**config.mk**
```make
export PLATFORM = sky130hd
export DESIGN_NAME = tcma_ctrl
export DESIGN_NICKNAME = d
export VERILOG_FILES = /design/src/hdl/three_channel_moving_average_calib_core_macros.svh /design/src/hdl/tcma_pkg.sv /design/src/hdl/tcma_ctrl.sv
export SDC_FILE = /design/constraint.sdc
export NUM_CORES = 1
export LEC_CHECK = 0
export CORE_AREA = 4 4 41 43
export CTS_BUF_LIST = sky130_fd_sc_hd__clkbuf_8
export DETAILED_ROUTE_END_ITERATION = 16
export DIE_AREA = 0 0 45 47
export DONT_BUFFER_PORTS = 1
export GPL_ROUTABILITY_DRIVEN = 0
export PLACE_DENSITY = 0.46
export SLEW_MARGIN = 10
export SYNTH_ARGS = -nofsm -noshare
export SYNTH_HDL_FRONTEND = slang
export SYNTH_SLANG_ARGS = --single-unit
```
**constraint.sdc**
```tcl
create_clock -name clock -period 1 [get_ports clock]
set_input_delay 0.05 -clock clock [delete_from_list [all_inputs] [get_ports clock]]
set_output_delay 0.05 -clock clock [all_outputs]
set_load 0.1 [all_outputs]
```
**src/hdl/three_channel_moving_average_calib_core_macros.svh**
```systemverilog
// Assertion macros for the three-channel moving average calibration core.
// Included by the top level; no other dependencies.
`ifndef THREE_CHANNEL_MOVING_AVERAGE_CALIB_CORE_MACROS_SVH
`define THREE_CHANNEL_MOVING_AVERAGE_CALIB_CORE_MACROS_SVH

`ifndef SYNTH

// Condition must hold at every sampled clock edge outside reset.
`define TCMA_ASSERT_ALWAYS(label, clk, rst, cond) \
   label: assert property (@(posedge clk) disable iff (rst) (cond)) \
      else $error("tcma assertion failed");

// Consequence must hold in the cycle after the trigger.
`define TCMA_ASSERT_NEXT(label, clk, rst, trig, cons) \
   label: assert property (@(posedge clk) disable iff (rst) (trig) |=> (cons)) \
      else $error("tcma assertion failed");

// Consequence must hold a fixed number of cycles after the trigger.
`define TCMA_ASSERT_LATER(label, clk, rst, trig, dly, cons) \
   label: assert property (@(posedge clk) disable iff (rst) (trig) |-> ##(dly) (cons)) \
      else $error("tcma assertion failed");

`else

`define TCMA_ASSERT_ALWAYS(label, clk, rst, cond)
`define TCMA_ASSERT_NEXT(label, clk, rst, trig, cons)
`define TCMA_ASSERT_LATER(label, clk, rst, trig, dly, cons)

`endif

`endif

```
**src/hdl/tcma_pkg.sv**
```systemverilog
// Shared types, constants and scaling tables of the moving average calibration core.
// No dependencies; used by the controller, the datapath and the top level.
`default_nettype none

package tcma_pkg;

   localparam int unsigned SAMPLE_W       = 12;
   localparam int unsigned VOLT_W         = 13;
   localparam int unsigned CURR_W         = 12;
   localparam int unsigned LANES          = 3;
   localparam int unsigned SAMPLE_MAX     = 4095;
   localparam int unsigned WINDOW_DEFAULT = 30;

   // Width of a scaling multiplier constant and of its shift amount.
   localparam int unsigned K_W = 41;
   localparam int unsigned S_W = 6;

   // Delay from an accepted item until its result is shown when the receiver does not stall.
   localparam int unsigned RSP_LATENCY = 14;

   localparam logic [1:0] LANE_VOLT = 2'd0;
   localparam logic [1:0] LANE_CURR = 2'd1;
   localparam logic [1:0] LANE_PEER = 2'd2;

   typedef enum logic [2:0] {
      STEP_MEAN,
      STEP_GAIN,
      STEP_DIV15,
      STEP_RECIP,
      STEP_TRIM
   } step_type;

   localparam step_type STEP_LAST = STEP_TRIM;

   typedef enum logic [2:0] {
      ST_IDLE,
      ST_LOAD,
      ST_MUL,
      ST_SHIFT,
      ST_BAND,
      ST_DONE
   } state_type;

   typedef struct packed {
      logic     capture;
      logic     load;
      logic     mul;
      logic     shift;
      logic     band;
      logic     out_load;
      step_type step;
   } cmd_type;

   // Every scaling step computes floor(x * NUM / DEN) for x up to XMAX as
   // (x * K) >> S with K = NUM * ceil(2^S / DEN) and 2^S > XMAX * NUM * DEN,
   // which makes the result exact.
   localparam longint unsigned XMAX = 64'(SAMPLE_MAX);

   localparam longint unsigned V_NUM  = 10000;
   localparam longint unsigned V_DEN  = 12432;
   localparam longint unsigned C_NUM  = 10000;
   localparam longint unsigned C_DEN  = 12340;
   localparam longint unsigned D_NUM  = 1;
   localparam longint unsigned D_DEN  = 15;
   localparam longint unsigned R_NUM  = 10000;
   localparam longint unsigned R_DEN  = 1017;
   localparam longint unsigned CT_NUM = 1013;
   localparam longint unsigned CT_DEN = 1000;
   localparam longint unsigned PT_NUM = 10255;
   localparam longint unsigned PT_DEN = 10000;
   localparam longint unsigned BH_NUM = 1019;
   localparam longint unsigned BH_DEN = 1000;
   localparam longint unsigned BM_NUM = 99;
   localparam longint unsigned BM_DEN = 100;
   localparam longint unsigned BU_NUM = 1012;
   localparam longint unsigned BU_DEN = 1000;
   localparam longint unsigned VOLT_SCALE = 2;

   localparam int unsigned     V_S  = $clog2(XMAX * V_NUM * V_DEN + 1);
   localparam longint unsigned V_K  = V_NUM * (((64'd1 << V_S) + V_DEN - 1) / V_DEN);
   localparam int unsigned     C_S  = $clog2(XMAX * C_NUM * C_DEN + 1);
   localparam longint unsigned C_K  = C_NUM * (((64'd1 << C_S) + C_DEN - 1) / C_DEN);
   localparam int unsigned     D_S  = $clog2(XMAX * D_NUM * D_DEN + 1);
   localparam longint unsigned D_K  = D_NUM * (((64'd1 << D_S) + D_DEN - 1) / D_DEN);
   localparam int unsigned     R_S  = $clog2(XMAX * R_NUM * R_DEN + 1);
   localparam longint unsigned R_K  = R_NUM * (((64'd1 << R_S) + R_DEN - 1) / R_DEN);
   localparam int unsigned     CT_S = $clog2(XMAX * CT_NUM * CT_DEN + 1);
   localparam longint unsigned CT_K = CT_NUM * (((64'd1 << CT_S) + CT_DEN - 1) / CT_DEN);
   localparam int unsigned     PT_S = $clog2(XMAX * PT_NUM * PT_DEN + 1);
   localparam longint unsigned PT_K = PT_NUM * (((64'd1 << PT_S) + PT_DEN - 1) / PT_DEN);
   localparam int unsigned     BH_S = $clog2(XMAX * BH_NUM * BH_DEN + 1);
   localparam longint unsigned BH_K = BH_NUM * (((64'd1 << BH_S) + BH_DEN - 1) / BH_DEN);
   localparam int unsigned     BM_S = $clog2(XMAX * BM_NUM * BM_DEN + 1);
   localparam longint unsigned BM_K = BM_NUM * (((64'd1 << BM_S) + BM_DEN - 1) / BM_DEN);
   localparam int unsigned     BU_S = $clog2(XMAX * BU_NUM * BU_DEN + 1);
   localparam longint unsigned BU_K = BU_NUM * (((64'd1 << BU_S) + BU_DEN - 1) / BU_DEN);

   // Limits of the gain bands, keyed on the calibrated peer current.
   localparam logic [CURR_W-1:0] BAND_HI_LIM  = CURR_W'(900);
   localparam logic [CURR_W-1:0] BAND_MID_LO  = CURR_W'(450);
   localparam logic [CURR_W-1:0] BAND_MID_HI  = CURR_W'(550);
   localparam logic [CURR_W-1:0] BAND_UP_LO   = CURR_W'(650);
   localparam logic [CURR_W-1:0] BAND_UP_HI   = CURR_W'(750);

   // Multiplier constant of a lane for a chain step after the mean.
   function automatic logic [K_W-1:0] step_gain(input logic [1:0] lane, input step_type step);
      logic [K_W-1:0] k;
      k = K_W'(1);
      unique case (step)
         STEP_GAIN:  k = (lane == LANE_VOLT) ? K_W'(V_K) : K_W'(C_K);
         STEP_DIV15: k = (lane == LANE_VOLT) ? K_W'(1) : K_W'(D_K);
         STEP_RECIP: k = (lane == LANE_VOLT) ? K_W'(1) : K_W'(R_K);
         STEP_TRIM: begin
            if (lane == LANE_VOLT) k = K_W'(VOLT_SCALE);
            else if (lane == LANE_CURR) k = K_W'(CT_K);
            else k = K_W'(PT_K);
         end
         default: k = K_W'(1);
      endcase
      return k;
   endfunction

   // Shift amount matching step_gain.
   function automatic logic [S_W-1:0] step_shift(input logic [1:0] lane, input step_type step);
      logic [S_W-1:0] s;
      s = '0;
      unique case (step)
         STEP_GAIN:  s = (lane == LANE_VOLT) ? S_W'(V_S) : S_W'(C_S);
         STEP_DIV15: s = (lane == LANE_VOLT) ? '0 : S_W'(D_S);
         STEP_RECIP: s = (lane == LANE_VOLT) ? '0 : S_W'(R_S);
         STEP_TRIM: begin
            if (lane == LANE_VOLT) s = '0;
            else if (lane == LANE_CURR) s = S_W'(CT_S);
            else s = S_W'(PT_S);
         end
         default: s = '0;
      endcase
      return s;
   endfunction

   function automatic step_type next_step(input step_type step);
      step_type n;
      n = STEP_MEAN;
      unique case (step)
         STEP_MEAN:  n = STEP_GAIN;
         STEP_GAIN:  n = STEP_DIV15;
         STEP_DIV15: n = STEP_RECIP;
         STEP_RECIP: n = STEP_TRIM;
         default:    n = STEP_MEAN;
      endcase
      return n;
   endfunction

endpackage

`default_nettype wire

```
**src/hdl/tcma_ctrl.sv**
```systemverilog
// Controller of the moving average calibration core: sequences the datapath.
// Depends on tcma_pkg for the state, step and command types.
`default_nettype none

module tcma_ctrl (
   input  logic              clock,
   input  logic              reset,
   input  logic              req_valid,
   output logic              req_ready,
   output logic              rsp_valid,
   input  logic              rsp_ready,
   output tcma_pkg::cmd_type cmd
);
   import tcma_pkg::*;

   state_type state_ff, state_in;
   step_type  step_ff, step_in;
   logic      rsp_valid_ff, rsp_valid_in;

   always_comb begin
      state_in = state_ff;
      step_in  = step_ff;
      unique case (state_ff)
         ST_IDLE: begin
            if (req_valid) state_in = ST_LOAD;
         end
         ST_LOAD: begin
            state_in = ST_MUL;
            step_in  = STEP_MEAN;
         end
         ST_MUL: state_in = ST_SHIFT;
         ST_SHIFT: begin
            if (step_ff == STEP_LAST) begin
               state_in = ST_BAND;
            end else begin
               state_in = ST_MUL;
               step_in  = next_step(step_ff);
            end
         end
         ST_BAND: state_in = ST_DONE;
         ST_DONE: begin
            if (!rsp_valid_ff || rsp_ready) state_in = ST_IDLE;
         end
         default: state_in = ST_IDLE;
      endcase
   end

   always_comb begin
      cmd       = '0;
      cmd.step  = step_ff;
      req_ready = 1'b0;
      unique case (state_ff)
         ST_IDLE: begin
            req_ready   = 1'b1;
            cmd.capture = req_valid;
         end
         ST_LOAD:  cmd.load  = 1'b1;
         ST_MUL:   cmd.mul   = 1'b1;
         ST_SHIFT: cmd.shift = 1'b1;
         ST_BAND:  cmd.band  = 1'b1;
         ST_DONE:  cmd.out_load = !rsp_valid_ff || rsp_ready;
         default:  cmd.out_load = 1'b0;
      endcase
   end

   always_comb begin
      rsp_valid_in = rsp_valid_ff;
      if (cmd.out_load) rsp_valid_in = 1'b1;
      else if (rsp_ready) rsp_valid_in = 1'b0;
   end

   always_ff @(posedge clock) begin
      if (reset) begin
         state_ff     <= ST_IDLE;
         step_ff      <= STEP_MEAN;
         rsp_valid_ff <= 1'b0;
      end else begin
         state_ff     <= state_in;
         step_ff      <= step_in;
         rsp_valid_ff <= rsp_valid_in;
      end
   end

   assign rsp_valid = rsp_valid_ff;

endmodule

`default_nettype wire

```
# Yosys cells after proc, flatten, opt, wreduce, memory -nomap -nowiden
# Cells that the tools add are included.
# op_classes
n_eq_ne	12
mux	16
reduce_logical	8
# ops
operator	n
case mux 3 bit (6 select lines)	1
equality test 3 x 2 -> 1 bit (second input constant)	4
two-way mux 3 bit	4
case mux 3 bit (4 select lines)	1
equality test 3 bit (second input constant)	3
two-way mux 1 bit	9
equality test 3 x 1 -> 1 bit (second input constant)	2
logical NOT 3 bit	2
!= test 2 bit (second input constant)	3
case mux 3 bit (2 select lines)	1
AND reduction 2 bit	2
nonzero test 2 bit	2
logical NOT 1 bit	1
logical OR 1 bit	1
# totals
regBits	7
inputBits	4
output_inout_bits	11

# Depth between registers and ports, before layout
# Gate-level depths: netlist (run 1).
# logic_depth
word_depth	4
depth_mapped	5

# Least setup slack after synthesis (run 1)
# Ideal clock, no wire load.
# synth_timing
kind	flip-flop to output port
startpoint	reg state_ff[0]
endpoint	out cmd[8] (netlist bit)
t_arrival_ps	3492
setup_slack_ps	-2542
path_stages_with_launch	4
cell_sequence	dfxtp_1 buf_6 nor3_1 and2_1
# synth_rtl
item	line_no	text
from (decl)	tcma_ctrl.sv:16	state_type state_ff, state_in;
from (signal assigned)	tcma_ctrl.sv:78	state_ff <= state_in;
to (decl)	tcma_ctrl.sv:12	output tcma_pkg::cmd_type cmd

==> results.py, run 1 <==
metrics = {
    "die": {
        "fp-row-count": 13,
        "ios": 15,
        "die_span_x_um": 45,
        "die_area_sq_um": 2120,
        "placeableCoreArea_sq_um": 1300,
        "die_h_um": 47,
        "initial_core_util_pct": 31.9,
    },
    "layout": {
        "antennaDiodeCount": 0,
        "share_of_cells_above_drive_strength_1_pct": 74.3,
        "final.fill_count": 111,
        "area.growth.synth_to_final_pct": 106,
        "register_area_sq_um": 161,
        "finish.net_count": 79,
        "multiInputGateArea_sq_um": 339,
        "final_cell_area_sq_um": 856,
    },
    "synthesis": {
        "synth_sequential_area_ratio_pct": 33.7,
        "number_of_synthesized_register_bits": 7,
        "synthDominantAreaCellType": "sky130_fd_sc_hd__dfxtp_1",
        "synth_top_area_share_pct": 33.7,
        "synth_area_per_inst_sq_um": 8.31,
        "syn_area_sq_um": 415,
        "synth.top_cells.by_area": "sky130_fd_sc_hd__dfxtp_1 34%, sky130_fd_sc_hd__a21oi_1 8.4%, sky130_fd_sc_hd__buf_6 5.4%, sky130_fd_sc_hd__nor2_1 4.5%, sky130_fd_sc_hd__nor2b_1 4.5%",
        "synthCells": 50,
        "synth-edff-count": 0,
        "ys_top_cells_by_count": "7 x sky130_fd_sc_hd__a21oi_1, 7 x sky130_fd_sc_hd__dfxtp_1, 5 x sky130_fd_sc_hd__nor2_1, 3 x sky130_fd_sc_hd__nand2_1, 3 x sky130_fd_sc_hd__nor2b_1",
        "synth_async_sr_flop_share_pct": 0,
        "ys.warnings.count": 0,
        "yosys.cell_types.count": 25,
        "postSynth.topFlopCell": "sky130_fd_sc_hd__dfxtp_1",
        "syn-num-nets": 54,
    },
    "timing": {
        "worst_slew_pin_tran_ns": 0.321,
        "fin_ws_ns": -0.244,
        "min_period_ns": 1.24,
        "fin_skew_ns": 0.00158,
        "hold-worst-slack_ns": 0.00491,
        "timing.final.hold_violations": 0,
        "maxSlewHeadroom_pct": 78.5,
        "rsz_0062_raised_after_global_routing": "yes",
        "fmaxAchievable_mhz": 804,
        "timing.final.setup_violations": 11,
        "post-route-period-util_pct": 124,
        "slew_viol_final": 0,
    },
    "critical_path": {
        "worst_setup_path_start_kind": "register",
        "r2r-end": "step_ff[2]",
        "worst_ep_required_time_ns": 0.95,
        "reg2regPathDepth": 5,
        "path_max_fanout": 3,
        "worstReg2RegStart": "state_ff[2]",
        "crit_path_end_kind": "output port",
        "worst-r2r-setup-slack_ns": -0.08,
        "path_class": "reg -> out",
        "worstPathArrival_ns": 1.19,
    },
    "place": {
        "placedInstanceArea_sq_um": 684,
        "io_buffers": 0,
        "half_perimeter_wire_length_after_detailed_placement_um": 888,
    },
    "pwr": {
        "power-per-cell-area_nw_per_um2": 1250,
        "worst_ir_drop_on_vdd_uv": 789,
        "p_clk_share_pct": 36.9,
        "pwr-share-seq_pct": 27.8,
        "switching_share_pct": 35.1,
        "p_leak_nw": 0.367,
        "p_int_mw": 0.694,
        "power.share.combinational_pct": 35.3,
        "total_switching_power_mw": 0.376,
    },
    "min_path": {
        "hold_start": "rsp_ready",
        "timing.hold.worst_endpoint": "state_ff[0]",
        "min_delay_path_depth": 3,
        "min-delay-path-class": "in -> reg",
    },
    "clock_tree": {
        "cts_tree": "built",
        "cts-root-buf": "sky130_fd_sc_hd__clkbuf_8",
        "path_clk_slew_ns": 0.04,
        "h-tree-depth": 1,
        "worstSkewPairLatency_ns": 0.23,
        "max-clock-path-buffers": 2,
        "numClockSinks": 7,
        "cts-buffers-inserted": 3,
    },
    "drt": {
        "count_of_vias_placed_by_the_detailed_router": 451,
        "met2WireLength_um": 624,
        "drc": 0,
        "initial_drc_count": 4,
        "drt-pass1-iter-count": 4,
        "vias_per_cell": 5.07,
        "antenna_nets_post_route": 0,
        "metal3_wl_um": 96,
        "met1Wirelength_um": 471,
        "route.detailed.wl_per_inst_um": 13.5,
        "top_layer_used": "met4",
        "drt_wl_total_mm": 1.20,
    },
    "run_status": {
        "run_status": "finished with violations",
        "violated_checks": "setup timing",
    },
    "flow_run": {
        "cap_viol_max_count": 0,
    },
    "global_route": {
        "grt_start_max_net_pins": 8,
        "antenna_found_initial": 0,
        "groute.usage.overall_pct": 14.5,
        "grt_overflow_total": 0,
        "vias_in_the_first_global_route": 498,
        "grt_first_pass_wirelength_mm": 2.18,
    },
}
logic make-up after synthesis:
group | share of synthesized area, %
AND/OR/NAND/NOR | 35.5
AO/OA/AOI/OAI | 20.5
flip-flops | 33.7
buffers and inverters | 10.2
metrics by stage:
stage	TNS, ns	cells	total power, mW	util (%)	setup WS (ns)
floorplan	-2.47	50	0.525	-	-0.761
CTS	-1.72	89	1.07	63.7	-0.252
global route	-2.19	89	1.12	65.8	-0.298
global placement	-0.484	79	0.607	52.6	-0.0899
detailed placement	-0.828	79	0.610	52.6	-0.174
finish	-1.65	89	1.07	65.8	-0.244
sequential cells by signal (all words and copies together), names as in the netlist:
signal / cells
rsp_valid: 1
state_ff: 3
step_ff: 3
critical path: stages (launching register included):
cell and delay (ns):
sky130_fd_sc_hd__dfxtp_2 0.33, sky130_fd_sc_hd__buf_6 0.12, sky130_fd_sc_hd__nor3_4 0.18, sky130_fd_sc_hd__and2_4 0.17, sky130_fd_sc_hd__buf_12 0.16
power groups by stage:
stage                     logic, mW  clock network [mW]  registers [mW]
after CTS                     0.371               0.406           0.295
after detailed placement      0.310                   0           0.299
after global routing          0.394               0.425           0.299
after global placement        0.309                   0           0.299
after floorplan               0.224                   0           0.300
final                         0.378               0.395           0.297
layout by cell type (no fill, tap or decap), types with 2 or more instances in the layout:
cell type / count
sky130_fd_sc_hd__dfxtp_4: 5
sky130_fd_sc_hd__nor2_1: 2
sky130_fd_sc_hd__buf_4: 13
sky130_fd_sc_hd__a31oi_1: 2
sky130_fd_sc_hd__nor2b_4: 2
sky130_fd_sc_hd__buf_6: 3
sky130_fd_sc_hd__a21oi_1: 3
sky130_fd_sc_hd__buf_12: 7
sky130_fd_sc_hd__dfxtp_2: 2
sky130_fd_sc_hd__nor3_4: 2
sky130_fd_sc_hd__clkbuf_8: 3
sky130_fd_sc_hd__nor2_4: 2
sky130_fd_sc_hd__nand2_1: 3
sky130_fd_sc_hd__a21oi_2: 4
final cells by class:
class                   count  share of cell area [%]
clock inverters             1                   0.439
well taps                  15                    2.19
multi-input cells          37                    39.6
inverters                   2                    1.17
repair buffers             24                    32.9
flip-flops and latches      7                    18.9
clock buffers               3                    4.82
worst max path at each step:
| stage | from | to | slack [ns] | depth (start not counted) |
|---|---|---|---|---|
| final | state_ff[2] | cmd[8] | -0.24 | 4 |
| after global routing | state_ff[2] | cmd[8] | -0.30 | 4 |
| after CTS | state_ff[2] | cmd[8] | -0.25 | 4 |
| after detailed placement | state_ff[0] | state_ff[2] | -0.17 | 4 |
| after global placement | state_ff[1] | cmd[3] | -0.09 | 4 |
| after floorplan | state_ff[1] | cmd[8] | -0.76 | 3 |
routing by layer:
metal,up-vias,track usage [%]
li1,222,-
met1,211,15.8
met2,16,24.9
met3,2,6.51
met4,0,5.26
met5,-,0
what timing repair did:
| action | CTS | global route |
|---|---|---|
| endpoints found under the hold margin | 7 | 0 |
| resized for setup | 16 | 7 |
| gates cloned | 0 | 0 |
| setup buffers | 5 | 0 |
| pin swaps | 5 | 2 |
| hold buffers | 1 | 0 |
| setup endpoints to repair | 11 | 12 |
Power figures use the tool's default switching activity.
==> inputs of run 2 (changes only) <==
--- a/config.mk
+++ b/config.mk
@@ -11,7 +11,7 @@
 export DIE_AREA = 0 0 45 47
 export DONT_BUFFER_PORTS = 1
 export GPL_ROUTABILITY_DRIVEN = 0
-export PLACE_DENSITY = 0.46
+export PLACE_DENSITY_LB_ADDON = 0.15
 export SLEW_MARGIN = 10
 export SYNTH_ARGS = -nofsm -noshare
 export SYNTH_HDL_FRONTEND = slang
==> run 2 against run 1 <==
Net effect: the flow still finishes with violations (setup timing); non-clock buffer count grew 5; design area rose by 5.7%; fmax is 0.65% lower; global-route usage shrank 0.46 points; largest power group is now combinational logic; clock power is 5.1% higher; hold slack lost 0.0031 ns; first-iteration DRC count did not move; clock-buffer cell count unchanged; sequential cell count unchanged.
==> results.py, run 2 (synthesized netlist as in run 1, its figures left out) <==
metrics = {
    "clock_tree": {
        "path_clk_slew_ns": 0.05,
        "numClockSinks": 7,
        "cts_tree": "built",
        "worstSkewPairLatency_ns": 0.23,
        "h-tree-depth": 1,
        "cts-buffers-inserted": 3,
        "max-clock-path-buffers": 2,
        "cts-root-buf": "sky130_fd_sc_hd__clkbuf_8",
    },
    "pwr": {
        "worst_ir_drop_on_vdd_uv": 617,
        "p_leak_nw": 0.381,
        "power.share.combinational_pct": 37.8,
        "p_int_mw": 0.728,
        "switching_share_pct": 35.7,
        "total_power_mw": 1.13,
        "pwr-share-seq_pct": 25.6,
        "total_switching_power_mw": 0.405,
        "p_clk_share_pct": 36.6,
        "power-per-cell-area_nw_per_um2": 1250,
    },
    "critical_path": {
        "worst_setup_path_start_kind": "register",
        "path_class": "reg -> out",
        "path_max_fanout": 6,
        "crit_path_end_kind": "output port",
        "worstPathArrival_ns": 1.20,
        "worst_ep_required_time_ns": 0.95,
    },
    "timing": {
        "fmaxAchievable_mhz": 799,
        "timing.final.setup_violations": 13,
        "fin_skew_ns": 0.00133,
        "fin_ws_ns": -0.252,
        "post-route-period-util_pct": 125,
        "timing.final.hold_violations": 0,
        "min_period_ns": 1.25,
        "slew_viol_final": 0,
        "rsz_0062_raised_after_global_routing": "yes",
        "maxSlewHeadroom_pct": 77.1,
        "worst_slew_pin_tran_ns": 0.342,
    },
    "die": {
        "die_span_x_um": 45,
        "ios": 15,
        "die_area_sq_um": 2120,
        "fp-row-count": 13,
        "die_h_um": 47,
        "initial_core_util_pct": 31.9,
        "placeableCoreArea_sq_um": 1300,
    },
    "run_status": {
        "run_status": "finished with violations",
        "violated_checks": "setup timing",
    },
    "flow_run": {
        "cap_viol_max_count": 0,
    },
    "drt": {
        "drt-pass1-iter-count": 2,
        "drt_wl_total_mm": 1.35,
        "drc": 0,
        "antenna_nets_post_route": 0,
        "vias_per_cell": 5.12,
        "route.detailed.wl_per_inst_um": 14.4,
        "count_of_vias_placed_by_the_detailed_router": 481,
        "initial_drc_count": 4,
    },
    "global_route": {
        "grt_first_pass_wirelength_mm": 2.11,
        "grt-busiest-layer": "met2",
        "grt_start_max_net_pins": 8,
        "vias_in_the_first_global_route": 466,
        "met1_usage_pct": 16.7,
        "gr-usage-met2_pct": 22.9,
        "grt_overflow_total": 0,
        "antenna_found_initial": 0,
        "grt_use_met3_pct": 3.07,
        "groute.usage.overall_pct": 14.0,
    },
    "min_path": {
        "min-delay-path-class": "in -> reg",
    },
    "layout": {
        "antennaDiodeCount": 0,
        "most_common_cell_after_layout_fill_and_taps_aside": "sky130_fd_sc_hd__buf_4",
        "area.growth.synth_to_final_pct": 118,
        "layout.cells.most_common_list": "11 x sky130_fd_sc_hd__buf_4, 10 x sky130_fd_sc_hd__buf_6, 7 x sky130_fd_sc_hd__buf_12",
        "finish.net_count": 84,
        "share_of_cells_above_drive_strength_1_pct": 74.7,
    },
    "place": {
        "dpl_worst_slack_ns": -0.129,
        "io_buffers": 0,
        "half_perimeter_wire_length_after_detailed_placement_um": 879,
    },
}
==> run 2: cell types whose count changed in the layout (fill, tap and decap cells not counted), sizes merged <==
cell,change
buf,+5
==> run 2: cell type report <==
class / count / area [sq um]
flip-flops and latches: 7 / 164
repair buffers: 29 / 345
fillers: 101 / 397
clock buffers: 3 / 41.3
well taps: 15 / 18.8
multi-input cells: 37 / 322
inverters: 2 / 10.0
clock inverters: 1 / 3.75
==> run 2: final timing paths <==
check	slack, ns	cells after the start	startpoint	end
worst max-delay path	-0.25	4	state_ff[0]	cmd[8]
worst min-delay path	0.002	3	rsp_ready	state_ff[0]
worst max register to register	-0.10	6	state_ff[1]	state_ff[2]
worst min register to register	0.52	2	step_ff[1]	step_ff[1]
==> run 2: routing by layer <==
layer	routed length, um	up-vias
met2	690	14
met3	60	6
met4	47	0
li1	-	235
met5	0	-
met1	550	226
==> run 2: power by group through the flow <==
stage / combinational (mW) / sequential [mW] / clock (mW)
finish: 0.428 / 0.290 / 0.415
detailed placement: 0.324 / 0.296 / 0
CTS: 0.385 / 0.292 / 0.415
global placement: 0.321 / 0.295 / 0
global route: 0.447 / 0.291 / 0.429
floorplan: 0.224 / 0.300 / 0
==> run 2: worst max-delay path, cell delays in order, from the launching register on <==
cell                      delay (ns)
sky130_fd_sc_hd__dfxtp_4        0.36
sky130_fd_sc_hd__buf_6          0.12
sky130_fd_sc_hd__nor3_4         0.15
sky130_fd_sc_hd__and2_4         0.17
sky130_fd_sc_hd__buf_12         0.16
==> run 2: per-stage QoR <==
stage          util (%)  std cells  setup TNS [ns]  area [sq um]  hold WS [ns]
2_1_floorplan         -         50           -2.47           494         0.105
3_3_place_gp       54.3         82          -0.316           707         0.108
3_5_place_dp       54.3         82          -0.621           707         0.109
4_1_cts            64.1         90           -1.51           835        0.0110
5_1_grt            69.5         94           -2.56           905        0.0233
6_report           69.5         94           -1.95           905       0.00179
==> run 2: what timing repair did <==
action	in CTS	in global routing
buffers inserted	3	4
pin swaps	3	5
hold endpoints to repair	7	0
resized for setup	18	11
hold buffers	1	0
endpoints found under the setup margin	10	13
==> inputs of run 3 (changes only) <==
--- a/config.mk
+++ b/config.mk
@@ -11,7 +11,9 @@
 export DIE_AREA = 0 0 45 47
 export DONT_BUFFER_PORTS = 1
 export GPL_ROUTABILITY_DRIVEN = 0
+export HOLD_SLACK_MARGIN = 0.06
 export PLACE_DENSITY_LB_ADDON = 0.15
+export SETUP_SLACK_MARGIN = 0.02
 export SLEW_MARGIN = 10
 export SYNTH_ARGS = -nofsm -noshare
 export SYNTH_HDL_FRONTEND = slang
==> run 3 against run 2 <==
Net effect: the flow still finishes with violations (setup timing); critical path depth stayed put; via count stayed put; sequential cell count stayed put; power hardly changed; utilization is 0.29 points higher; critical endpoint unchanged; highest routed layer unchanged.
==> results.py, run 3 (synthesized netlist as in run 1, its figures left out) <==
metrics = {
    "critical_path": {
        "reg2regPathDepth": 6,
        "timing_startpoint_of_the_critical_path": "state_ff[0]",
        "r2r-end": "state_ff[2]",
        "termination_of_the_worst_setup_path": "cmd[8]",
        "worstPathArrival_ns": 1.20,
        "worst-r2r-setup-slack_ns": -0.10,
        "worst_ep_required_time_ns": 0.95,
        "slowest_stage": "sky130_fd_sc_hd__dfxtp_4",
        "worst_path_largest_cell_delay_ns": 0.36,
        "crit_path_end_kind": "output port",
        "path_max_fanout": 6,
        "timing.critical_path.cells": "buf_6 -> nor3_4 -> and2_4 -> buf_12",
        "worst_setup_path_start_kind": "register",
        "path_class": "reg -> out",
        "worstReg2RegStart": "state_ff[1]",
    },
    "drt": {
        "route.detailed.wl_per_inst_um": 14.3,
        "drt-pass1-iter-count": 2,
        "count_of_vias_placed_by_the_detailed_router": 481,
        "drc": 0,
        "drt_wl_total_mm": 1.35,
        "antenna_nets_post_route": 0,
        "vias_per_cell": 5.12,
        "initial_drc_count": 4,
    },
    "global_route": {
        "grt_first_pass_wirelength_mm": 2.11,
        "grt_use_met3_pct": 3.07,
        "vias_in_the_first_global_route": 464,
        "grt_overflow_total": 0,
        "groute.usage.overall_pct": 14.0,
        "grt_start_max_net_pins": 8,
        "met1_usage_pct": 16.7,
        "gr-usage-met2_pct": 22.9,
        "antenna_found_initial": 0,
        "grt-busiest-layer": "met2",
    },
    "pwr": {
        "p_int_mw": 0.729,
        "switching_share_pct": 35.7,
        "power-per-cell-area_nw_per_um2": 1250,
        "total_switching_power_mw": 0.405,
        "pwr-share-seq_pct": 25.6,
        "p_leak_nw": 0.381,
        "worst_ir_drop_on_vdd_uv": 617,
        "power.share.combinational_pct": 37.8,
        "p_clk_share_pct": 36.6,
    },
    "timing": {
        "timing.final.hold_violations": 0,
        "fmaxAchievable_mhz": 799,
        "fin_ws_ns": -0.252,
        "slew_viol_final": 0,
        "timing.final.setup_violations": 13,
        "fin_skew_ns": 0.00133,
        "post-route-period-util_pct": 125,
        "min_period_ns": 1.25,
        "maxSlewHeadroom_pct": 77.1,
        "worst_slew_pin_tran_ns": 0.342,
        "rsz_0062_raised_after_global_routing": "yes",
        "setup-tns-final_ns": -1.95,
    },
    "run_status": {
        "violated_checks": "setup timing",
        "run_status": "finished with violations",
    },
    "die": {
        "ios": 15,
        "initial_core_util_pct": 31.9,
        "die_area_sq_um": 2120,
        "placeableCoreArea_sq_um": 1300,
        "die_span_x_um": 45,
        "fp-row-count": 13,
        "die_h_um": 47,
    },
    "layout": {
        "area.growth.synth_to_final_pct": 119,
        "finalCoreUtilization_pct": 69.8,
        "share_of_cells_above_drive_strength_1_pct": 74.7,
        "finish.net_count": 84,
        "most_common_cell_after_layout_fill_and_taps_aside": "sky130_fd_sc_hd__buf_6",
        "final.fill_count": 99,
        "antennaDiodeCount": 0,
        "final_cell_area_sq_um": 908,
        "layout.cells.most_common_list": "11 x sky130_fd_sc_hd__buf_6, 10 x sky130_fd_sc_hd__buf_4, 7 x sky130_fd_sc_hd__buf_12",
    },
    "place": {
        "io_buffers": 0,
        "placedInstanceArea_sq_um": 707,
        "dpl_worst_slack_ns": -0.129,
        "half_perimeter_wire_length_after_detailed_placement_um": 879,
    },
    "clock_tree": {
        "path_clk_slew_ns": 0.05,
        "worstSkewPairLatency_ns": 0.23,
        "cts_tree": "built",
        "cts-buffers-inserted": 3,
        "cts_hold_repair.buffers": 1,
        "numClockSinks": 7,
        "max-clock-path-buffers": 2,
        "h-tree-depth": 1,
        "cts-root-buf": "sky130_fd_sc_hd__clkbuf_8",
    },
    "min_path": {
        "min-delay-path-class": "in -> reg",
    },
    "flow_run": {
        "cap_viol_max_count": 0,
    },
}
## run 3: cell counts in the layout (fill, tap and decap cells not counted)
No cell type changed its count.
## run 3: worst min path at each step
stage,slack [ns],cells past startpoint,from,to
2_1_floorplan,0.11,1,reset,step_ff[2]
3_3_place_gp,0.11,1,reset,step_ff[2]
3_5_place_dp,0.11,1,reset,step_ff[2]
4_1_cts,0.01,3,rsp_ready,state_ff[0]
5_1_grt,0.02,3,rsp_ready,state_ff[0]
6_report,0.002,3,rsp_ready,state_ff[0]
## run 3: repair_timing
| item | CTS | global route |
|---|---|---|
| endpoints found under the hold margin | 7 | 1 |
| pin swaps | 3 | 5 |
| buffers inserted | 3 | 4 |
| setup endpoints to repair | 11 | 14 |
| resized for setup | 18 | 12 |
## run 3: routing by layer
| metal | routed length, um | vias to the layer above |
|---|---|---|
| met5 | 0 | - |
| met4 | 47 | 0 |
| met3 | 59 | 6 |
| li1 | - | 235 |
| met2 | 690 | 14 |
| met1 | 549 | 226 |
## run 3: power by group through the flow
stage                     registers, mW  logic, mW  clock network (mW)
after floorplan                   0.300      0.224                   0
after global placement            0.295      0.321                   0
after detailed placement          0.296      0.324                   0
after CTS                         0.292      0.385               0.415
after global routing              0.291      0.447               0.429
final                             0.290      0.429               0.415
## run 3: critical path, delay by kind of cell, from the launching register on
family / cells / cell delay [ns]
flops: 1 / 0.36
simple gates: 2 / 0.32
buf+inv: 2 / 0.28
## run 3: final cells by class
cell class	instances	area, sq um	area share [%]
sequential	7	164	18.0
clock buffer	3	41.3	4.55
tap	15	18.8	2.07
clock inverter	1	3.75	0.413
inverter	2	10.0	1.10
multi-input combinational	37	322	35.4
timing repair buffer	29	349	38.4
## run 3: per-stage QoR
stage                     hold WS (ns)  power [mW]  cells
after floorplan                  0.105       0.525     50
after CTS                       0.0110        1.09     90
after detailed placement         0.109       0.620     82
final                          0.00179        1.13     94
after global routing            0.0233        1.17     94
after global placement           0.108       0.616     82
